### src/rtl/bmm_pkg.sv
// Shared constants, types and helper functions for the blocked matrix multiply.
package bmm_pkg;

    localparam int TILE     = 8;
    localparam int BLOCKS   = 4;
    localparam int SIDE     = TILE * BLOCKS;
    localparam int ADDR_W   = $clog2(SIDE * SIDE);
    localparam int DEPTH    = SIDE * SIDE;
    localparam int IDX_W    = 5;
    localparam int NB_W     = 3;
    localparam int N_W      = $clog2(SIDE + 1);
    localparam int TILE_W   = (TILE > 1) ? $clog2(TILE) : 1;
    localparam int BLK_W    = (BLOCKS > 1) ? $clog2(BLOCKS) : 1;
    localparam int IN_W     = 48;
    localparam int OUT_W    = 40;

    localparam logic [31:0] QNAN_DEFAULT = 32'hFFC0_0000;
    localparam logic [31:0] QUIET_BIT    = 32'h0040_0000;

    typedef enum logic [1:0] {
        FN_WR_A    = 2'd0,
        FN_WR_B    = 2'd1,
        FN_COMPUTE = 2'd2,
        FN_RD_C    = 2'd3
    } func_t;

    typedef struct packed {
        func_t               op;
        logic                err;
        logic [ADDR_W-1:0]   addr;
        logic [31:0]         data;
        logic [NB_W-1:0]     nb;
    } cmd_t;

    // Unrounded float: value = sig / 2^47 * 2^(exp - 127)
    typedef struct packed {
        logic               sign;
        logic signed [10:0] exp;
        logic [47:0]        sig;
        logic               special;
        logic [31:0]        spec_val;
    } pre_t;

    typedef enum logic [3:0] {
        ST_IDLE,
        ST_CLEAR,
        ST_LOAD,
        ST_MUL,
        ST_MULW,
        ST_ADDW,
        ST_CRD,
        ST_CADD,
        ST_CWAIT,
        ST_READ,
        ST_RESP
    } state_t;

    function automatic logic [5:0] lzc48(input logic [47:0] v);
        logic [5:0] n;
        logic       found;
        n     = 6'd48;
        found = 1'b0;
        for (int b = 47; b >= 0; b--) begin
            if (!found && v[b]) begin
                n     = 6'(47 - b);
                found = 1'b1;
            end
        end
        return n;
    endfunction

endpackage

### src/rtl/bmm_queue.sv
// Two-entry command queue between the front end and the execution engine.
module bmm_queue (
    input  logic          aclk,
    input  logic          aresetn,
    input  logic          push_valid,
    output logic          push_ready,
    input  bmm_pkg::cmd_t push_cmd,
    output logic          pop_valid,
    input  logic          pop_ready,
    output bmm_pkg::cmd_t pop_cmd
);
    import bmm_pkg::*;

    cmd_t       slot_reg [2];
    logic       wr_ptr_reg, rd_ptr_reg;
    logic [1:0] count_reg;
    logic       do_push, do_pop;

    assign push_ready = (count_reg != 2'd2);
    assign pop_valid  = (count_reg != 2'd0);
    assign pop_cmd    = slot_reg[rd_ptr_reg];
    assign do_push    = push_valid && push_ready;
    assign do_pop     = pop_valid && pop_ready;

    always_ff @(posedge aclk) begin
        if (!aresetn) begin
            wr_ptr_reg <= 1'b0;
            rd_ptr_reg <= 1'b0;
            count_reg  <= 2'd0;
        end else begin
            if (do_push) begin
                wr_ptr_reg <= ~wr_ptr_reg;
            end
            if (do_pop) begin
                rd_ptr_reg <= ~rd_ptr_reg;
            end
            if (do_push && !do_pop) begin
                count_reg <= count_reg + 2'd1;
            end else if (!do_push && do_pop) begin
                count_reg <= count_reg - 2'd1;
            end
        end
    end

    always_ff @(posedge aclk) begin
        if (do_push) begin
            slot_reg[wr_ptr_reg] <= push_cmd;
        end
    end

endmodule

### config.mk
export PLATFORM = sky130hd
export DESIGN_NAME = bmm_queue
export DESIGN_NICKNAME = d
export VERILOG_FILES = /design/src/rtl/bmm_pkg.sv /design/src/rtl/bmm_queue.sv
export SDC_FILE = /design/constraint.sdc
export NUM_CORES = 1
export LEC_CHECK = 0
export ABC_CLOCK_PERIOD_IN_PS = 2300
export BUFFER_PORTS_ARGS = -buffer_cell sky130_fd_sc_hd__buf_2
export CAP_MARGIN = 40
export CORE_MARGIN = 4
export CORE_UTILIZATION = 40
export CTS_BUF_LIST = sky130_fd_sc_hd__clkbuf_2 sky130_fd_sc_hd__clkbuf_4 sky130_fd_sc_hd__clkbuf_8
export DETAILED_ROUTE_END_ITERATION = 8
export SETUP_SLACK_MARGIN = 0.05
export SYNTH_ARGS = -nofsm -noshare
export SYNTH_HDL_FRONTEND = slang
export SYNTH_SLANG_ARGS = --single-unit
### constraint.sdc
create_clock -name aclk -period 2.3 [get_ports aclk]
set_input_delay 0.23 -clock aclk [delete_from_list [all_inputs] [get_ports aclk]]
set_output_delay 0.23 -clock aclk [all_outputs]
set_load 0.05 [all_outputs]
# ---- After elaboration in Yosys (flattened, before gate mapping)
# Memory sizes are Yosys's and may differ from the RTL's. A register that Yosys moved wholly into a read port is not among the register bits.
# Cells that the tools add are included.
dict set report word_totals {
  reg_bits 4
  ram_bits 96
  inputBits 52
  out_inout_bits 50
  elab_cells 23
  memories 1
}
dict set report classes {
  n_addsub 2
  n_eq_ne 1
  mux 6
  bitwise 2
  n_reduce_logical 8
}
# name words word_bits rd rd_clocked_by_memory_dff wr line_no
set memory_table {}
lappend memory_table {slot_reg 2 48 1 1 1 bmm_queue.sv:14} ;# cmd_t slot_reg [2];
# op count
set op_table {}
lappend op_table {{$logic_and A1 B1 Y1} 4}
lappend op_table {{$mux W1} 4}
lappend op_table {{$mux W2} 2}
lappend op_table {{$reduce_bool A2 Y1} 2}
lappend op_table {{$add A2 B1 Y2 const B} 1}
lappend op_table {{$logic_not A1 Y1} 2}
lappend op_table {{$ne A2 B2 Y1 const B} 1}
lappend op_table {{$not A1 Y1} 2}
lappend op_table {{$sub A2 B1 Y2 const B} 1}

# ---- Logic depth before layout (Yosys ltp)
dict set report depth {
  depth_word 6
  depth_mapped 6
}

# ---- Least setup slack after synthesis
# Ideal clock, no wire load.
dict set report synth_path {
  path_type {register -> register}
  startpoint {reg count_reg[0]}
  endpoint {mem slot_reg[1][0] (netlist bit) (enable)}
  setup_ns 0.411
  arrival_time_ns 1.875
  required_ns 1.889
  setup_slack_ns 0.015
  path_stages_with_launch 3
  n_path_buf 0
  period_less_slack_ns 2.285
  cell_sequence {dfxtp_1 -> nand2b_4 -> and3_1}
}
dict set report synth_between {
  elab_chain_len 4
}
# item line_no
set synth_lines {}
lappend synth_lines {{from (decl)} bmm_queue.sv:16} ;# logic [1:0] count_reg;
lappend synth_lines {{from (signal assigned)} bmm_queue.sv:38} ;# count_reg <= count_reg + 2'd1;
lappend synth_lines {{from (signal assigned)} bmm_queue.sv:40} ;# count_reg <= count_reg - 2'd1;
lappend synth_lines {{$ne A2 B2 Y1} bmm_queue.sv:19} ;# assign push_ready = (count_reg != 2'd2);
lappend synth_lines {{via push_ready} bmm_queue.sv:6} ;# output logic push_ready,
lappend synth_lines {{$logic_and A1 B1 Y1} bmm_queue.sv:22} ;# assign do_push = push_valid && push_ready;
lappend synth_lines {{$mux W1} bmm_queue.sv:46} ;# if (do_push) begin
lappend synth_lines {{$mux W1 (implied by the code)} bmm_queue.sv:47} ;# slot_reg[wr_ptr_reg] <= push_cmd;
lappend synth_lines {{to (decl)} bmm_queue.sv:14}
# The timed path passes the listed nets, and every way through them passes these cells.

==> results.toml <==
[synthesis]
seq_area_frac_synth = 0.8049
synth.most_common_cell = "edfxtp_1"
async_flop_share = 0
synth_top_area_share = 0.7779
synth.area.top_cells = "edfxtp_1 (78%), mux2_2 (15%), dfxtp_1 (2.7%)"
synth_edf_count = 96
yosysUniqueCellTypes = 21
mappedNetlistNets = 226
synth_top_area_cell = "edfxtp_1"
syn_area_um2 = 3706
netlist_instances = 173
synth_flop_cell = "edfxtp_1"
avgSynthCellArea_um2 = 21.42
synth.ff_latch_count = 101
netlist_top_cells_count = "edfxtp_1 (96), mux2_2 (48), dfxtp_1 (5)"
yosysWarnings = 0

[layout]
final_util = 0.5205
antennaDiodeCount = 0
drive_gt1_frac = 0.6069
largest_register_ffs = 96
syn2layout_area_growth_pct = 24.27
layout.nets = 338

[placed_design]
portBuffers = 101
dp_slack_ns = 0.6774
dpl.hpwl_um = 4328
gp_congestion = 0.6715

[clocking]
clock_sinks = 101
cts_tree = "done"
insertion_delay_ns = 0.34
cts_htree_levels = 3
cts-resized-gates = 0
clockBufferDepth = 2
cts_made_buffers = 9
post_cts_buffers = 0
root_buffer = "clkbuf_8"
clk_transition_reported_paths_ns = 0.09
ctsHoldBuffers = 0

[timing]
fin_ws_ns = 0.3393
rsz0062_at_grt = "false"
skew_ns = 0.008431
fmax_mhz = 510.0
slew_viol_final = 0
whs_ns = 0.06480
min_period_ns = 1.961
worstMarginPinSlew_ns = 0.3811
hold_viol_final = 0
period_share = 0.8525
setup-tns-final_ns = 0
setup_violations = 0
slew_headroom = 0.7455

[power_and_ir_drop]
max-vdd-ir-drop_mv = 0.5130
p_int_mw = 3.568
swShare = 0.3759
p_switching_mw = 2.149
seq_power_share = 0.417
clkPwrFrac = 0.212
combinationalPowerShare = 0.371
power_density_nw_per_um2 = 1241
cellLeakagePower_nw = 1.722

[critical_path]
startpoint_type = "flip-flop"
max_stage_delay_ns = 0.51
critPathBufInv = 2
endpoint_kind = "primary output"
path_cells = "buf_12 > mux2_2 > buf_2"
critPathRequiredTime_ns = 2.07
path_class = "reg -> out"
crit_slowest_cell = "dfxtp_2"
path_delay_family = "flip-flops"
crit_path_max_fanout = 38
arrival_ns = 1.73
worstReg2RegStart = "count_reg[0]"

[floorplan]
fp.dieH_um = 104.3
die_area_um2 = 10870
die_w_um = 104.3
rows = 34
initial_core_util = 0.4188
ios = 102
coreArea_um2 = 8848

[outcome]
outcome = "finished, final reports clean"

[global_route]
grt_pass1_vias = 2033
grt_pass1_wl_um = 10580
overflow = 0
antenna_found_initial = 0
track_usage = 0.1246
grt_max_degree = 49

[min_path]
min_path_type = "in -> reg"
hp-start = "push_cmd[28]"

[routing]
wl_per_cell_um = 16.45
num_vias = 1932
drc = 0
routed_wl_um = 6549
drt_iter0_drc = 60
routed_via_density = 4.854
drt-pass1-iter-count = 4
antenna_left = 0

[run]
cap_violations = 0
==> power groups by stage <==
stage,Clock (mW),Combinational (mW),Sequential [mW]
6_report,1.21,2.12,2.39
5_1_grt,1.35,2.23,2.41
4_1_cts,1.25,2.15,2.39
3_5_place_dp,0,2.14,2.43
3_3_place_gp,0,2.14,2.43
2_1_floorplan,0,1.69,2.39
==> worst paths after layout <==
path | to | slack [ns] | cells past startpoint
setup / recovery | pop_cmd[29] | 0.34 | 3
hold / removal | slot_reg[1][28] | 0.06 | 1
setup reg to reg | slot_reg[0][47] | 0.72 | 4
hold reg to reg | count_reg[1] | 0.55 | 2
==> routing by layer <==
metal  global-route usage  share of wire  routed length (um)  up-vias
li1                     -              -                   -      899
met1               0.1752           0.49                3217      941
met2               0.1815           0.42                2778       84
met3              0.03786          0.072                 470        8
met4              0.04843          0.013                  82        0
met5                    0              0                   0        -
==> through the flow <==
stage,total power [mW],area (um^2),instances
4_1_cts,5.792,4606,398
2_1_floorplan,4.087,3707,173
3_3_place_gp,4.565,4384,382
6_report,5.716,4606,398
3_5_place_dp,4.575,4384,382
5_1_grt,5.987,4606,398
==> kinds of logic (layout without fill, tap and decap cells) <==
kind of cell,Yosys count,after routing,synth area share
fa+ha+maj,1,1,0.003376
compound gates,5,5,0.009452
flops,101,101,0.8049
xor+xnor,3,3,0.007091
simple gates,9,9,0.01756
mux,48,48,0.1458
buf+inv,6,123,0.01182
==> cell usage in the layout (no fill, tap or decap), drive strengths merged <==
master / count
buf: 106
edfxtp: 96
mux2: 48
clkbuf: 11
dfxtp: 5
and2: 4
xnor2: 2
bufinv: 2
o21ai: 2
inv: 2
a21boi: 2
clkinv: 2
nand2b: 1
or2: 1
and3: 1
nand3b: 1
a21bo: 1
xor2: 1
or3: 1
ha: 1
==> final cells by class <==
| cell class | count | area (um^2) |
|---|---|---|
| well taps | 108 | 135.1 |
| inverters | 1 | 3.754 |
| clock buffers | 11 | 138.9 |
| clock inverters | 5 | 82.58 |
| repair buffers | 106 | 580.6 |
| fillers | 728 | 4243 |
| multi-input cells | 66 | 680.7 |
| flip-flops and latches | 101 | 2984 |
Power figures use the tool's default switching activity.
