File: src/rtl/bmm_pkg.sv
// Shared constants, types and helper functions for the blocked matrix multiply.
package bmm_pkg;

    localparam int TILE     = 8;
    localparam int BLOCKS   = 4;
    localparam int SIDE     = TILE * BLOCKS;
    localparam int ADDR_W   = $clog2(SIDE * SIDE);
    localparam int DEPTH    = SIDE * SIDE;
    localparam int IDX_W    = 5;
    localparam int NB_W     = 3;
    localparam int N_W      = $clog2(SIDE + 1);
    localparam int TILE_W   = (TILE > 1) ? $clog2(TILE) : 1;
    localparam int BLK_W    = (BLOCKS > 1) ? $clog2(BLOCKS) : 1;
    localparam int IN_W     = 48;
    localparam int OUT_W    = 40;

    localparam logic [31:0] QNAN_DEFAULT = 32'hFFC0_0000;
    localparam logic [31:0] QUIET_BIT    = 32'h0040_0000;

    typedef enum logic [1:0] {
        FN_WR_A    = 2'd0,
        FN_WR_B    = 2'd1,
        FN_COMPUTE = 2'd2,
        FN_RD_C    = 2'd3
    } func_t;

    typedef struct packed {
        func_t               op;
        logic                err;
        logic [ADDR_W-1:0]   addr;
        logic [31:0]         data;
        logic [NB_W-1:0]     nb;
    } cmd_t;

    // Unrounded float: value = sig / 2^47 * 2^(exp - 127)
    typedef struct packed {
        logic               sign;
        logic signed [10:0] exp;
        logic [47:0]        sig;
        logic               special;
        logic [31:0]        spec_val;
    } pre_t;

    typedef enum logic [3:0] {
        ST_IDLE,
        ST_CLEAR,
        ST_LOAD,
        ST_MUL,
        ST_MULW,
        ST_ADDW,
        ST_CRD,
        ST_CADD,
        ST_CWAIT,
        ST_READ,
        ST_RESP
    } state_t;

    function automatic logic [5:0] lzc48(input logic [47:0] v);
        logic [5:0] n;
        logic       found;
        n     = 6'd48;
        found = 1'b0;
        for (int b = 47; b >= 0; b--) begin
            if (!found && v[b]) begin
                n     = 6'(47 - b);
                found = 1'b1;
            end
        end
        return n;
    endfunction

endpackage

File: src/rtl/bmm_front.sv
// Front end: config register, item decode, range check and queue push.
module bmm_front (
    input  logic                           aclk,
    input  logic                           aresetn,
    input  logic                           s_tvalid,
    output logic                           s_tready,
    // func[1:0], row_index[6:2], col_index[11:7], element_value[43:12]
    input  logic [bmm_pkg::IN_W-1:0]       s_tdata,
    input  logic                           cfg_valid,
    output logic                           cfg_ready,
    input  logic [bmm_pkg::NB_W-1:0]       cfg_data,
    output logic                           push_valid,
    input  logic                           push_ready,
    output bmm_pkg::cmd_t                  push_cmd
);
    import bmm_pkg::*;

    logic [NB_W-1:0]  blocks_used_reg;
    logic [NB_W-1:0]  nb;
    logic [N_W-1:0]   n_active;
    logic [IDX_W-1:0] row, col;
    func_t            op;

    assign cfg_ready  = 1'b1;
    assign s_tready   = push_ready;
    assign push_valid = s_tvalid;

    always_ff @(posedge aclk) begin
        if (!aresetn) begin
            blocks_used_reg <= NB_W'(BLOCKS);
        end else if (cfg_valid) begin
            blocks_used_reg <= cfg_data;
        end
    end

    always_comb begin
        op  = func_t'(s_tdata[1:0]);
        row = s_tdata[6:2];
        col = s_tdata[11:7];
        if (blocks_used_reg == '0) begin
            nb = NB_W'(1);
        end else if (blocks_used_reg > NB_W'(BLOCKS)) begin
            nb = NB_W'(BLOCKS);
        end else begin
            nb = blocks_used_reg;
        end
        n_active      = N_W'(int'(nb) * TILE);
        push_cmd.op   = op;
        push_cmd.err  = (op != FN_COMPUTE) &&
                        ((N_W'(row) >= n_active) || (N_W'(col) >= n_active));
        push_cmd.addr = ADDR_W'(int'(row) * SIDE + int'(col));
        push_cmd.data = s_tdata[43:12];
        push_cmd.nb   = nb;
    end

endmodule

File: config.mk
export PLATFORM = sky130hd
export DESIGN_NAME = bmm_front
export DESIGN_NICKNAME = d
export VERILOG_FILES = /design/src/rtl/bmm_pkg.sv /design/src/rtl/bmm_front.sv
export SDC_FILE = /design/constraint.sdc
export NUM_CORES = 1
export LEC_CHECK = 0
export BUFFER_PORTS_ARGS = -buffer_cell sky130_fd_sc_hd__buf_4
export CORE_ASPECT_RATIO = 2
export CORE_UTILIZATION = 24
export DETAILED_ROUTE_END_ITERATION = 10
export PLACE_DENSITY = 0.8
export SLEW_MARGIN = 5
export SYNTH_ARGS = -nofsm -noshare
export SYNTH_HDL_FRONTEND = slang
export SYNTH_SLANG_ARGS = --single-unit
File: constraint.sdc
create_clock -name aclk -period 1.4 [get_ports aclk]
set_input_delay 0.14 -clock aclk [delete_from_list [all_inputs] [get_ports aclk]]
set_output_delay 0.14 -clock aclk [all_outputs]
set_load 0.1 [all_outputs]
==> Yosys cells after proc, flatten, opt, wreduce, memory -nomap -nowiden <==
Cells that the tools add are included.
{ "totals": {"regBits": 3, "inputBits": 56, "out_inout_bits": 51, "elab_cells": 11} }
{ "op_classes": {"n_reduce_logical": 3, "n_addsub": 1, "mux": 2, "n_eq_ne": 1, "order_cmp": 3} }
{ "ops": {"columns": ["op", "n"], "rows": [
  ["$ge 5x6->1", 2],
  ["$add 10x5->10", 1],
  ["$mux 3", 2],
  ["$gt 3x3->1 const B", 1],
  ["$logic_not 3->1", 1],
  ["$ne 2x2->1 const B", 1],
  ["$logic_and 1x1->1", 1],
  ["$logic_or 1x1->1", 1]
]} }

==> Depth between registers and ports, before layout <==
Gate-level depths: netlist of run 1.
{ "depth": {"word_depth": 6, "ltp_mapped": 6, "ltp_nobuf": 6} }

==> Worst setup path after synthesis of run 1 <==
OpenSTA, ideal clock, no wires.
{ "synth_timing": {"path_type": "reg2out", "startpoint": "register blocks_used_reg[0]", "endpoint": "output port push_cmd[45] (netlist name)", "stages_incl_launch_ff": 7, "path_buffers": 0, "setup_slack_ns": -2.628, "arrival_ns": 3.888, "required_ns": 1.260, "cell_sequence": "dfxtp_1 inv_1 a21oi_1 ha_1 nor4b_1 o21ai_0 a221oi_2"} }
{ "synth_rtl": {"columns": ["element", "line", "source"], "rows": [
  ["from (decl)", "bmm_front.sv:18", "logic [NB_W-1:0] blocks_used_reg;"],
  ["from (signal assigned)", "bmm_front.sv:30", "blocks_used_reg <= NB_W'(BLOCKS);"],
  ["from (signal assigned)", "bmm_front.sv:32", "blocks_used_reg <= cfg_data;"],
  ["to (decl)", "bmm_front.sv:14", "output bmm_pkg::cmd_t push_cmd"]
]} }

==> results of run 1 <==
[worst paths after layout]
check / from / to / slack (ns) / cells past startpoint
max: blocks_used_reg[2] / push_cmd[45] / -0.56 / 6
min: aresetn / blocks_used_reg[2] / 0.1 / 2
max reg2reg: blocks_used_reg[2] / blocks_used_reg[2] / 0.58 / 3
min reg2reg: blocks_used_reg[0] / blocks_used_reg[0] / 0.57 / 2
[stage by stage]
stage                     setup slack [ns]  utilization  hold WS (ns)
after floorplan                      -1.11            -         0.202
after global placement              -0.476        0.259         0.281
after detailed placement            -0.495        0.259         0.281
after CTS                           -0.582        0.292        0.0985
after global routing                -0.616        0.311         0.103
final                               -0.557        0.311        0.0989
[cell families (layout without fill, tap and decap cells)]
kind of cell | count (synthesis) | after routing | synth area share
buffers and inverters | 54 | 50 | 0.607
AND/OR/NAND/NOR | 7 | 7 | 0.0982
adder cells (fa/ha/maj) | 4 | 4 | 0.0802
AO/OA/AOI/OAI | 4 | 4 | 0.0641
multiplexers | 3 | 3 | 0.0481
flip-flops | 3 | 3 | 0.0962
other | 1 | 1 | 0.00601
[per-layer routing]
| metal | track usage | routed length, µm |
|---|---|---|
| met5 | 0 | 0 |
| met4 | 0.163 | 146 |
| met3 | 0.0687 | 316 |
| met2 | 0.156 | 708 |
| met1 | 0.0876 | 388 |
[what timing repair did]
action,in CTS,in global routing
setup buffers,1,0
pin swaps,4,5
resized for setup,8,6
setup endpoints to repair,1,2
[power groups by stage]
| stage | clock, mW | sequential [mW] | combinational (mW) |
|---|---|---|---|
| floorplan | 0 | 0.0981 | 0.717 |
| global placement | 0 | 0.0978 | 0.332 |
| detailed placement | 0 | 0.0982 | 0.337 |
| CTS | 0.257 | 0.0983 | 0.350 |
| global route | 0.262 | 0.0990 | 0.377 |
| finish | 0.254 | 0.0981 | 0.362 |
[placed cells by master (no fill, tap or decap)]
master / n
inv_1: 5
buf_4: 37
inv_2: 1
clkbuf_8: 3
buf_6: 2
buf_12: 1
o21ai_1: 1
ha_4: 2
dfxtp_2: 3
a21oi_4: 1
nand2_1: 1
clkbuf_1: 1
a221oi_4: 1
conb_1: 1
ha_1: 2
nor2b_1: 2
a2111oi_4: 1
nor2b_2: 1
nor4b_4: 2
nand2b_1: 1
mux2i_1: 3
[layout make-up]
cell class / instances / area (µm²) / area share
flip-flops and latches: 3 / 63.8 / 0.0853
well taps: 27 / 33.8 / 0.0452
clock buffers: 4 / 45.0 / 0.0602
inverters: 6 / 22.5 / 0.0301
multi-input cells: 19 / 263 / 0.351
repair buffers: 40 / 320 / 0.428
==> results by group, run 1 <==
Logic synthesis
  – Ys async rst share: 0
  – Synth top area share: 0.565
  – Most frequent cells after synthesis: 47 x buf_4, 6 x inv_1, 4 x ha_1
  – Syn_nets: about 140
  – Most frequent cell after synthesis: buf_4
  – EDFF count, synth: 0
  – Synth warn: 0
  – Syn avg cell area: 8.22 µm²
  – Cell count after synthesis: between 70 and 80
  – #FFs+latches synth: 3
  – Synth top area cells: buf_4 57%, dfxtp_1 9.6%, ha_1 8.0%
  – Synthesized cell area: 624 µm²
  – Area leader, netlist: buf_4
  – Register area share after synthesis: 0.0962
  – Top_reg_cell synth: dfxtp_1
  – Synth cell types: 16

Power
  – Clk network pwr share: 0.356
  – Flop pwr share: 0.137
  – Internal power: ~0.4 mW
  – IR drop worst, VDD: between 500 and 600 µV
  – Switching fraction of total power: 0.441
  – Power, Total: about 0.7 mW
  – Power Density: between 900 and 1000 mW/mm²
  – Switching power: 0.315 mW
  – Combinational share of power: 0.507
  – Static Leakage: 0.364 nW

Die
  – I/O Pins: between 100 and 150
  – Die Area: ~0.0028 mm²
  – Die height: ~74 µm
  – Row cnt: 25
  – DIE WIDTH: roughly 38 µm
  – Core ar.: around 0.0024 mm²
  – Initial Util: 0.259

Critical path
  – Critical-path cell list: nand2b_1 -> ha_4 -> buf_4 -> a2111oi_4 -> a221oi_4 -> buf_12
  – Critical path's largest stage delay: roughly 0.38 ns
  – Worst-path maximum fanout: 4
  – Critical-path top delay cell: a2111oi_4
  – Crit path arrival time: roughly 1.8 ns
  – Required @ worst endpoint: between 1 and 1.5 ns
  – Setup crit start kind: flop
  – CP top delay family: compound AO/OA/AOI/OAI gates
  – CP Capture Type: primary output
  – Crit Path Category: reg -> out
  – Worst path buffer plus inverter count: 2

Final layout
  – Final nets: ~130
  – Fin area: roughly 750 µm²
  – # diodes: 0
  – Max FFs per register: 3
  – Filler instances: 251
  – Layout cells sized above 1: 0.764
  – Non-Filler Instances: just under 100
  – Area growth, synth to finish: 19.8%

Placement
  – # port buffers: 33
  – Post-DP Area: between 600 and 700 µm²
  – Placed insts: 94
  – Gpl congestion: about 0.66

STA
  – Crit share post-route: 1.40
  – Post-route setup slack: -0.557 ns
  – RSZ-0062 raised after global routing: yes
  – Final hold vios: 0
  – Final min period: 1.96 ns
  – Pins Over Slew Limit: 0
  – Setup-failing EPs final: 1
  – Setup Skew: 0 ns
  – Fmax: between 500 and 600 MHz
  – Setup_tns: -0.557 ns

GRT
  – Global-route wire length before repair: around 2200 µm
  – Initial antenna violation count: 0
  – Total grt overflow: 0
  – Gr usage total: 0.114
  – Vias in the first global route: between 400 and 500
  – Largest net degree at the start of global routing: 5

Clock network
  – TritonCTS clock tree: built
  – Total CTS buffers: 3
  – CTS root buf: clkbuf_8
  – Worst-Skew Late Latency: between 0.2 and 0.25 ns
  – Reg clk slew, reported paths: around 0.030 ns
  – CTS max path bufs: 2
  – H-tree levels: 1
  – Clock Sinks: 3
  – Post-CTS Hold Buffers: 0

Run status
  – Failing checks: negative setup slack
  – Status: complete, but fails checks

Routing
  – Iter 0 DRT Violations: 4
  – Pre-antenna DRT Iters: 2
  – DRC: 0
  – WL per Instance: about 16 µm
  – DR vias/cell: 4.38
  – Via count: 434
  – Final WL: between 1500 and 2000 µm
  – Number of antenna-violating nets in the routed design: 0

Flow run
  – Max Cap Viol: 0

Min path
  – Hold Crit Class: in -> reg
(Power assumes the default switching activity.)
==> run 2: changes to the inputs <==
BUFFER_PORTS_ARGS = unset   (was -buffer_cell sky130_fd_sc_hd__buf_4)
CORE_AREA = 2 2 42 44   (was unset)
CORE_ASPECT_RATIO = unset   (was 2)
CORE_UTILIZATION = unset   (was 24)
DIE_AREA = 0 0 44 46   (was unset)
DONT_BUFFER_PORTS = 1   (was unset)
PLACE_DENSITY = 0.61   (was 0.8)
==> results by group, run 2 (synthesis gave the netlist of run 1 again) <==
Clock network
  – Reg clk slew, reported paths: 0.04 ns
  – TritonCTS clock tree: built
  – CTS max path bufs: 2
  – CTS root buf: clkbuf_4
  – Clock Sinks: 3
  – H-tree levels: 1
  – Post-CTS setup buffer count: 0
  – Worst-Skew Late Latency: roughly 0.23 ns
  – Total CTS buffers: 3

Placement
  – HPWL after detailed placement: 923 µm
  – # port buffers: 0
  – Gpl congestion: 0.611

STA
  – Setup Skew: 0 ns
  – Setup-failing EPs final: 1
  – Pins Over Slew Limit: 0
  – Fmax: just over 500 MHz
  – Final hold vios: 0
  – RSZ-0062 raised after global routing: yes
  – Crit share post-route: 1.40
  – Min Hold Slack: 0.0357 ns
  – Final min period: roughly 2 ns
  – Post-route setup slack: -0.561 ns

Critical path
  – CP top delay family: compound AO/OA/AOI/OAI gates
  – Required @ worst endpoint: between 1 and 1.5 ns
  – Worst path buffer plus inverter count: 1
  – Critical-path cell list: nand2b_4 -> ha_1 -> nor2b_2 -> a2111oi_4 -> a221oi_4 -> buf_12
  – Crit path arrival time: between 1.5 and 2 ns
  – Critical-path top delay cell: a2111oi_4
  – Critical path's largest stage delay: 0.37 ns
  – Worst-path maximum fanout: 4
  – Crit Path Category: reg -> out
  – Setup crit start kind: flop
  – CP Capture Type: primary output

Routing
  – Iter 0 DRT Violations: 0
  – Final WL: between 1000 and 1500 µm
  – Number of antenna-violating nets in the routed design: 0
  – Via count: between 200 and 300
  – DR vias/cell: around 5
  – Pre-antenna DRT Iters: 1
  – DRC: 0
  – WL per Instance: approximately 18 µm

Run status
  – Status: complete, but fails checks
  – Failing checks: negative setup slack

Final layout
  – Layout cells sized above 1: 0.575
  – Final core utilization: 0.301
  – Most frequent cells in the layout: 5 x inv_1, 5 x buf_4, 3 x mux2i_1, 3 x ha_1, 3 x clkbuf_4
  – Area growth, synth to finish: -22.2%
  – Final nets: slightly above 100
  – # diodes: 0
  – Max FFs per register: 3
  – Filler instances: 170

Power
  – Power Density: roughly 790 mW/mm²
  – IR drop worst, VDD: just under 500 µV
  – Static Leakage: between 0.2 and 0.25 nW

GRT
  – Global-route wire length before repair: roughly 1400 µm
  – Vias in the first global route: roughly 280
  – Total grt overflow: 0
  – Gr usage total: 0.100
  – Initial antenna violation count: 0
  – Largest net degree at the start of global routing: 5

Die
  – Core ar.: 0.00161 mm²
  – Die Area: roughly 0.002 mm²
  – DIE WIDTH: ~44 µm
  – Row cnt: 15
  – Initial Util: 0.387
  – I/O Pins: roughly 110
  – Die height: approximately 46 µm

Min path
  – Hold Crit Class: in -> reg

Flow run
  – Max Cap Viol: 0
## run 2: cell types whose count changed in the layout (fill, tap and decap cells not counted), sizes merged
cell / change
dlygate4sd3: +1
buf: -33
## run 2: layout make-up
| cell class | instances | area (µm²) | share of cell area |
|---|---|---|---|
| inverters | 6 | 22.5 | 0.0464 |
| clock buffers | 4 | 26.3 | 0.0541 |
| repair buffers | 8 | 87.6 | 0.180 |
| well taps | 17 | 21.3 | 0.0438 |
| multi-input cells | 19 | 262 | 0.539 |
| flip-flops and latches | 3 | 66.3 | 0.137 |
## run 2: path summary, 6_finish.rpt
check                     startpoint                  to  slack (ns)  cells past startpoint
setup / recovery  blocks_used_reg[2]        push_cmd[45]       -0.56                      6
hold / removal           cfg_data[2]  blocks_used_reg[2]        0.04                      2
setup reg to reg  blocks_used_reg[2]  blocks_used_reg[2]        0.49                      3
hold reg to reg   blocks_used_reg[0]  blocks_used_reg[0]        0.53                      2
## run 2: timing repair
item	4_1_cts	5_1_grt
pin swaps	4	1
setup endpoints to repair	1	1
endpoints found under the hold margin	1	0
hold buffers	1	0
gates resized for setup	8	3
## run 2: metal layers
layer | part of all wire | global-route usage | up-vias
li1 | - | - | 121
met1 | 0.25 | 0.0749 | 119
met4 | 0.027 | 0.103 | 0
met5 | 0 | 0 | -
met3 | 0.20 | 0.0754 | 6
met2 | 0.52 | 0.159 | 40
## run 2: power by group
group          leakage, nW  internal (mW)  switching (mW)
Sequential          0.0255         0.0913         0.00674
Combinational        0.171         0.0532          0.0837
Clock               0.0150          0.107          0.0435
Total                0.212          0.251           0.134
## run 2: metrics by stage
step                      std cells  cell area, µm²  TNS [ns]  worst slack, ns  total power, mW
after CTS                        57             460    -0.585           -0.585            0.390
after detailed placement         52             395    -0.450           -0.450            0.220
after floorplan                  76             653     -1.16            -1.11            0.815
after global routing             57             485    -0.641           -0.641            0.410
after global placement           52             395    -0.435           -0.435            0.220
final                            57             485    -0.561           -0.561            0.385
